===== config.mk =====
export PLATFORM = sky130hd
export DESIGN_NAME = cbo_emit
export DESIGN_NICKNAME = d
export VERILOG_FILES = /design/src/rtl/assert_macros.svh /design/src/rtl/cbo_pkg.sv /design/src/rtl/cbo_emit.sv
export SDC_FILE = /design/constraint.sdc
export NUM_CORES = 1
export LEC_CHECK = 0
export ABC_AREA = 0
export BUFFER_PORTS_ARGS = -buffer_cell sky130_fd_sc_hd__buf_2
export CAP_MARGIN = 20
export CORE_MARGIN = 10
export CORE_UTILIZATION = 30
export DETAILED_ROUTE_END_ITERATION = 10
export SYNTH_ARGS = -nofsm -noshare
export SYNTH_HDL_FRONTEND = slang
export SYNTH_SLANG_ARGS = --single-unit

===== constraint.sdc =====
create_clock -name clk_i -period 23.7 [get_ports clk_i]
set_clock_uncertainty 0.2 [all_clocks]
set_input_delay 1.185 -clock clk_i [delete_from_list [all_inputs] [get_ports clk_i]]
set_output_delay 1.185 -clock clk_i [all_outputs]
set_load 0.02 [all_outputs]

===== src/rtl/assert_macros.svh =====
// assertion macros used by the rtl top file, cell_bin_overlap_unit
// no dependencies; pulled in by include where assertions are written
`ifndef ASSERT_MACROS_SVH
`define ASSERT_MACROS_SVH

// same-cycle implication, disabled while reset is asserted
`define CBO_ASSERT_IMP(lbl, clk, rstn, ante, cons) \
  lbl: assert property (@(posedge clk) disable iff (!rstn) (ante) |-> (cons)) \
    else $error("cbo assertion failed");

// next-cycle implication, disabled while reset is asserted
`define CBO_ASSERT_NXT(lbl, clk, rstn, ante, cons) \
  lbl: assert property (@(posedge clk) disable iff (!rstn) (ante) |=> (cons)) \
    else $error("cbo assertion failed");

`endif


===== src/rtl/cbo_pkg.sv =====
// shared types and constants of the cell bin overlap unit
// no dependencies; used by every module of the block
package cbo_pkg;

  localparam int POS_W     = 50;  // signed position width, covers org + idx * bin size
  localparam int IDX_W     = 16;
  localparam int MAX_BINS  = 8;
  localparam int RUN_W     = $clog2(MAX_BINS);
  localparam int NSTAGE    = 9;   // stages of the per-axis pipeline
  localparam int EPS_SHIFT = 45;
  localparam logic [31:0] EPS_MUL   = 32'd3518437209;  // ceil(2^45 / 10000)
  localparam logic [31:0] EPS_ROUND = 32'd5000;
  localparam logic [30:0] OV_MAX    = 31'h7FFF_FFFF;

  typedef enum logic [2:0] {
    REG_BIN_WIDTH  = 3'd0,
    REG_BIN_HEIGHT = 3'd1,
    REG_INV_WIDTH  = 3'd2,
    REG_INV_HEIGHT = 3'd3,
    REG_ORIGIN_X   = 3'd4,
    REG_ORIGIN_Y   = 3'd5,
    REG_BINS_X     = 3'd6,
    REG_BINS_Y     = 3'd7
  } cfg_idx_e;

  // one axis of a cell, ready for serialization
  typedef struct packed {
    logic signed [POS_W-1:0] lo;
    logic signed [POS_W-1:0] hi;
    logic signed [POS_W-1:0] bl;     // left edge of first bin
    logic signed [POS_W-1:0] br;     // right edge of first bin
    logic [IDX_W-1:0]        first;
    logic [RUN_W-1:0]        wm1;    // run length minus one
  } axis_res_t;

endpackage


===== src/rtl/cbo_emit.sv =====
// serializer: turns one cell's x and y runs into result words, one per cycle unless out_stall_i holds it
// depends on cbo_pkg
module cbo_emit (
  input  logic                clk_i,
  input  logic                rst_ni,
  input  logic                item_valid_i,
  input  logic                item_skip_i,
  input  cbo_pkg::axis_res_t  res_x_i,
  input  cbo_pkg::axis_res_t  res_y_i,
  input  logic [30:0]         bw_x_i,
  input  logic [30:0]         bw_y_i,
  output logic                item_take_o,
  output logic                out_valid_o,
  input  logic                out_stall_i,
  output logic                axis_o,
  output logic [2:0]          run_position_o,
  output logic [15:0]         bin_index_o,
  output logic [30:0]         overlap_o,
  output logic                last_result_o
);
  import cbo_pkg::*;

  logic                    job_q, ax_q, out_valid_q;
  logic [RUN_W-1:0]        j_q;
  axis_res_t               jx_q, jy_q, cur;
  logic signed [POS_W-1:0] bl_q, br_q, a, b, d, bw_cur;
  logic                    out_free, emit, step_end, done;
  logic [30:0]             ov;

  always_comb begin
    cur      = ax_q ? jy_q : jx_q;
    bw_cur   = {{(POS_W-31){1'b0}}, (ax_q ? bw_y_i : bw_x_i)};
    out_free = !out_valid_q || !out_stall_i;
    emit     = job_q && out_free;
    step_end = (j_q == cur.wm1);
    done     = emit && ax_q && step_end;
    a = (cur.lo > bl_q) ? cur.lo : bl_q;
    b = (cur.hi < br_q) ? cur.hi : br_q;
    d = b - a;
    if (d < 0) ov = '0;
    else if (d > $signed({{(POS_W-31){1'b0}}, OV_MAX})) ov = OV_MAX;
    else ov = d[30:0];
  end

  assign item_take_o = item_valid_i && (!job_q || done);
  assign out_valid_o = out_valid_q;

  always_ff @(posedge clk_i or negedge rst_ni) begin
    if (!rst_ni) begin
      job_q       <= 1'b0;
      ax_q        <= 1'b0;
      j_q         <= '0;
      out_valid_q <= 1'b0;
    end else begin
      if (emit) out_valid_q <= 1'b1;
      else if (!out_stall_i) out_valid_q <= 1'b0;
      if (item_take_o) begin
        job_q <= !item_skip_i;
        ax_q  <= 1'b0;
        j_q   <= '0;
      end else if (emit) begin
        if (done) begin
          job_q <= 1'b0;
        end else if (step_end) begin
          ax_q <= 1'b1;
          j_q  <= '0;
        end else begin
          j_q <= j_q + RUN_W'(1);
        end
      end
    end
  end

  always_ff @(posedge clk_i) begin
    if (emit) begin
      axis_o         <= ax_q;
      run_position_o <= 3'(j_q);
      bin_index_o    <= cur.first + {{(IDX_W-RUN_W){1'b0}}, j_q};
      overlap_o      <= ov;
      last_result_o  <= ax_q && step_end;
    end
    if (item_take_o) begin
      jx_q <= res_x_i;
      jy_q <= res_y_i;
      bl_q <= res_x_i.bl;
      br_q <= res_x_i.br;
    end else if (emit) begin
      if (step_end && !ax_q) begin
        bl_q <= jy_q.bl;
        br_q <= jy_q.br;
      end else begin
        bl_q <= br_q;
        br_q <= br_q + bw_cur;
      end
    end
  end

endmodule


After elaboration in Yosys (flattened, before gate mapping)
Cells that the tools add are included.
Widths: inputs -> output; s select.
{ "op_classes": {"add_sub_neg": 4, "magnitude_cmp": 4, "n_eq_ne": 3, "mux": 24, "reduce_logical": 19} }
{ "ops": {"columns": ["op", "count"], "rows": [
  ["$mux 50", 8],
  ["$mux 219", 1],
  ["$mux 31", 2],
  ["$add 50x32->50", 1],
  ["$gt 50x32->1 const B", 1],
  ["$gt 50x50->1", 1],
  ["$lt 50x1->1 const B", 1],
  ["$lt 50x50->1", 1],
  ["$sub 50x50->50", 1],
  ["$add 16x3->16", 1],
  ["$mux 3", 4],
  ["$mux 1", 9],
  ["$logic_and 1x1->1", 6],
  ["$reduce_bool 2->1", 3],
  ["$logic_not 1->1", 5],
  ["$reduce_and 2->1", 2],
  ["$add 3x1->3 const B", 1],
  ["$eq 3x3->1", 1],
  ["$reduce_and 3->1", 1],
  ["$logic_or 1x1->1", 2],
  ["$ne 2x1->1 const B", 1],
  ["$ne 2x2->1 const B", 1]
]} }
{ "totals": {"register_bits": 596, "in_bits": 505, "word_cells": 77} }

Depth between registers and ports, before layout
{ "depth": {"ltp_word": 9, "depth_mapped": 33, "ltp_nobuf": 25} }

Worst setup path after synthesis
OpenSTA, ideal clock, no wires.
{ "synth_timing": {"path_kind": "flip-flop to output port", "startpoint": "reg ax_q", "endpoint": "out item_take_o", "arrival_ns": 11.352, "required_time_ns": 22.315, "setup_slack_ns": 10.963, "stages_incl_launch_ff": 10, "n_path_buf": 2, "cell_sequence": "dfrtp_1 > clkbuf_1 > mux2i_1 > xor2_1 > and3_1 > nand2_1 > o21ai_0 > nand2_1 > clkinv_1 > buf_1"} }
{ "synth_via": {"elab_chain_cells": 5, "word_cells_on_any_way": 6, "cone_classes": "eq/ne (1); mux (1); reduce/logical (4)"} }
{ "synth_rtl": {"columns": ["element", "line", "source"], "rows": [
  ["from (decl)", "cbo_emit.sv:23", "logic job_q, ax_q, out_valid_q;"],
  ["from (signal assigned)", "cbo_emit.sv:51", "ax_q <= 1'b0;"],
  ["from (signal assigned)", "cbo_emit.sv:59", "ax_q <= 1'b0;"],
  ["from (signal assigned)", "cbo_emit.sv:65", "ax_q <= 1'b1;"],
  ["$mux 219", "cbo_emit.sv:31", "cur = ax_q ? jy_q : jx_q;"],
  ["$eq 3x3->1", "cbo_emit.sv:35", "step_end = (j_q == cur.wm1);"],
  ["$logic_and 1x1->1 *", "cbo_emit.sv:36", "done = emit && ax_q && step_end;"],
  ["$logic_or 1x1->1 *", "cbo_emit.sv:45", "assign item_take_o = item_valid_i && (!job_q || done);"],
  ["$logic_and 1x1->1 *", "cbo_emit.sv:45", null],
  ["to (decl)", "cbo_emit.sv:12", "output logic item_take_o,"]
]} }
Every way passes the cells marked *; elsewhere a longest branch is shown, timed or not.

Worst setup path after layout
{ "layout_timing": {"startpoint": "reg ax_q", "endpoint": "reg overlap_o[4], data pin"} }
{ "layout_via": {"elab_chain_cells": 6, "word_cells_on_any_way": 9, "cone_classes": "add/sub (1); order compare (4); mux (4)"} }
{ "layout_rtl": {"columns": ["element", "line", "source"], "rows": [
  ["$mux 219 *", "cbo_emit.sv:31", null],
  ["$lt 50x50->1 / $gt 50x50->1 (equally long branches)", "cbo_emit.sv:38, cbo_emit.sv:37", null],
  ["$mux 50, on equally long branches", "cbo_emit.sv:38, cbo_emit.sv:37", null],
  ["$sub 50x50->50 *", "cbo_emit.sv:39", "d = b - a;"],
  ["$gt 50x32->1", "cbo_emit.sv:41", "else if (d > $signed({{(POS_W-31){1'b0}}, OV_MAX})) ov = OV_MAX;"],
  ["$mux 31", "cbo_emit.sv:41", null],
  ["to (signal assigned)", "cbo_emit.sv:79", "overlap_o <= ov;"],
  ["to (decl)", "cbo_emit.sv:18", "output logic [30:0] overlap_o,"]
]} }
Marked as above.
A chain may end at the register's enable or synchronous reset.

==> metrics.md <==
| Metric | Value |
|---|---|
| Status | complete, no violations |
| Xor/xnor share of the synthesized area | 2.86% |
| Vias in the first global route | 21800 |
| Endpoints failing hold | 0 |
| Worst-path clk slew | 0.06 ns |
| Number of H-tree levels | 2 |
| Worst Path Max Fanout | 131 |
| Vias/cell | 5.05 |
| 1st-pass router iterations | 6 |
| CTS max path bufs | 3 |
| Worst-Margin Slew | 1.17 ns |
| Final setup vio count | 0 |
| Area contributors post-synth | edfxtp_1, ha_1, mux2_2 |
| EDFF count, synth | 490 |
| GRT Max-Usage Layer | met2 |
| Routed len/inst | 23.7 um |
| Num rows | 112 |
| Clk Latency, worst-skew pair | 0.66 ns |
| Post-DP Area | 32400 um2 |
| Placed instance count | 4142 |
| Met1 Usage GRT | 23.4% |
| Library cells used by synthesis | 91 |
| First-pass GRT wire length | 144 mm |
| Die Wd | 327 um |
| Count leader, synth | edfxtp_1 |
| Post-synthesis mux area share | 9.48% |
| Critical Path RT | 23.83 ns |
| Grt total ovfl | 0 |
| Max-slew violation count | 0 |
| Synth Instances | 2428 |
| RSZ-0062 raised after global routing | no |
| Core area | 93500 um2 |
| Reg-to-Reg Start | ax_q$_DFFE_PN0P_ |
| Initial antenna violation count | 26 |
| Die ar. | 107000 um2 |
| Core Util, Final | 36.8% |
| MaxCap Viol Count | 0 |
| Commonest cells in the netlist | edfxtp_1, nand2_1, ha_1, mux2_2, a21oi_1 |
| Vias post-DR | 21500 |
| R2r worst-path depth | 24 |
| R2R setup slack | 13.85 ns |
| Dominant synthesized flop cell | edfxtp_1 |
| Total GRT Usage | 18.0% |
| FF/Latch Area | 14900 um2 |
| Netlist area before placement | 28300 um2 |
| Root Buffer | clkbuf_16 |
| Post-synth ARST share | 1.21% |
| Fin Setup TNS | 0 ns |
| Post-Layout Cell Count | 4260 |
| Hpwl dp | 79.3 mm |
| Die Span Y | 327 um |
| # fillers | 9281 |
| F_max | 101 MHz |
| Clock sinks | 496 |
| Initial Util | 30.3% |
| Post-CTS Setup Repair Bufs | 0 |
| Crit path DAT | 9.99 ns |
| Min cycle time layout | 9.85 ns |
| Post-CTS Hold Fix Bufs | 0 |
| Synth Warn # | 0 |
| Simple-Gate Fraction of Synth Area | 10.3% |
| Yosys top cell by area | edfxtp_1 |
| Area of the multi-input gates | 12500 um2 |
| Startpoint Class | register |
| Pin count of the biggest net entering global routing | 132 |
| Relative slew slack | 21.7% |
| Post_cts resized | 0 |
| Final Instance Area | 34400 um2 |
| Top Ports | 559 |
| CTS tree | yes |
| CTS Buf Count | 58 |
| Area share of the largest cell type after synthesis | 51.9% |
| Met2 usage | 30.1% |
| IO buf count | 558 |
| Crit Path Class | register to register |
| Iter 0 DRT Violations | 1607 |
| R2r endpoint | overlap_o[4]$_SDFFCE_PN0P_ |
| Sequential-to-total area share from yosys stat | 52.4% |
| Main combinational cell family by area after synthesis | compound AO/OA/AOI/OAI gates |
| Adder-cell share of the synthesized area | 8.29% |
| DRC violations left | 0 |
| Compound-cell area share of the yosys netlist | 13.1% |
| Routability-driven placement congestion ratio | 0.887 |
| CP endpoint kind | register |
| Post-synthesis net count | 3119 |
| Flops & latches, synth | 496 |
| GR Layer Usage met3 | 4.11% |
| WL final | 101 mm |
| Share of post-route cells with drive strength above 1 | 30.8% |
| Final antenna-violating net count | 0 |
| Hold Path Class | primary input to asynchronous set/reset pin |
| Final nets | 3639 |
| Layout area overhead | 21.3% |
| Ratio of final minimum period to clock period | 41.6% |
| Synthesized area per cell | 11.7 um2 |
[area by class of cell]
cell class / instances / share of cell area [%]
Antenna cell: 12 / 0.0873
Clock buffer: 63 / 4.28
Clock inverter: 43 / 1.32
Inverter: 131 / 1.45
Multi-Input combinational cell: 1683 / 36.4
Sequential cell: 496 / 43.2
Tap cell: 1254 / 4.56
Timing Repair Buffer: 578 / 8.63
[critical path: stages (launching register included)]
cell       delay [ns]
dfrtp_4          0.86
buf_12           0.45
mux2_2           0.47
ha_1             0.30
a21oi_1          0.14
o21ai_0          0.16
a221oi_1         0.54
o32ai_1          0.21
o31ai_1          0.28
nand2_1          0.11
a21oi_1          0.30
mux2i_4          0.35
buf_4            0.56
mux2_2           0.41
ha_1             0.42
nand4_1          0.31
nor3_1           0.56
and3_1           0.27
o2111ai_1        0.22
nand3_2          0.19
a21oi_1          0.09
xor2_1           0.21
nand4_1          0.21
nor2_4           0.91
a41oi_2          0.24
[through the flow]
| stage | setup WS, ns | hold slack (ns) |
|---|---|---|
| 2_1_floorplan | 10.96 | 0.250 |
| 5_1_grt | 13.54 | 0.132 |
| 6_report | 13.85 | 0.162 |
| 4_1_cts | 13.98 | 0.110 |
| 3_3_place_gp | 14.05 | 0.268 |
| 3_5_place_dp | 14.05 | 0.284 |
[layout by cell type, fill, tap and decap left out, types with 70 or more instances in the layout]
cell / synthesis / layout
buf_2: 17 / 558
edfxtp_1: 490 / 490
nand2_1: 232 / 230
ha_1: 183 / 183
mux2_2: 178 / 178
a21oi_1: 157 / 157
nor2_1: 153 / 151
inv_1: 130 / 129
o21ai_0: 106 / 106
a31oi_1: 70 / 70
[state kept, by name (all words and copies together), names as in the netlist]
signal and flops:
ax_q 1, axis_o 1, bin_index_o 16, bl_q 50
br_q 50, j_q 3, job_q 1, jx_q 119
jy_q 219, last_result_o 1, out_valid_o 1, overlap_o 31
run_position_o 3
[cell families after synthesis]
family	count (synthesis)
and+or+nand+nor	621
AOI/OAI and AO/OA	539
DFF	496
buffers and inverters	249
muxes	246
adders and majority gates	186
xor gates and xnor gates	91
[per-layer routing]
metal | vias up | routed length [um]
met5 | - | 133
met4 | 22 | 1950
met3 | 122 | 6990
met2 | 694 | 48400
met1 | 10500 | 43600
li1 | 10200 | -
[worst max path at each step]
stage                     startpoint                           to  depth (start not counted)  slack, ns
finish              ax_q$_DFFE_PN0P_   overlap_o[4]$_SDFFCE_PN0P_                         24      13.85
global route        ax_q$_DFFE_PN0P_   overlap_o[9]$_SDFFCE_PN0P_                         25      13.54
CTS                 ax_q$_DFFE_PN0P_   overlap_o[4]$_SDFFCE_PN0P_                         24      13.98
detailed placement  ax_q$_DFFE_PN0P_   overlap_o[4]$_SDFFCE_PN0P_                         24      14.05
global placement    ax_q$_DFFE_PN0P_  overlap_o[30]$_SDFFCE_PN0P_                         25      14.05
floorplan           ax_q$_DFFE_PN0P_                  item_take_o                          9      10.96
Power is left out: the tool's default activity adds up to more than one toggle a clock period on the data nets, which glitch-free logic cannot reach.
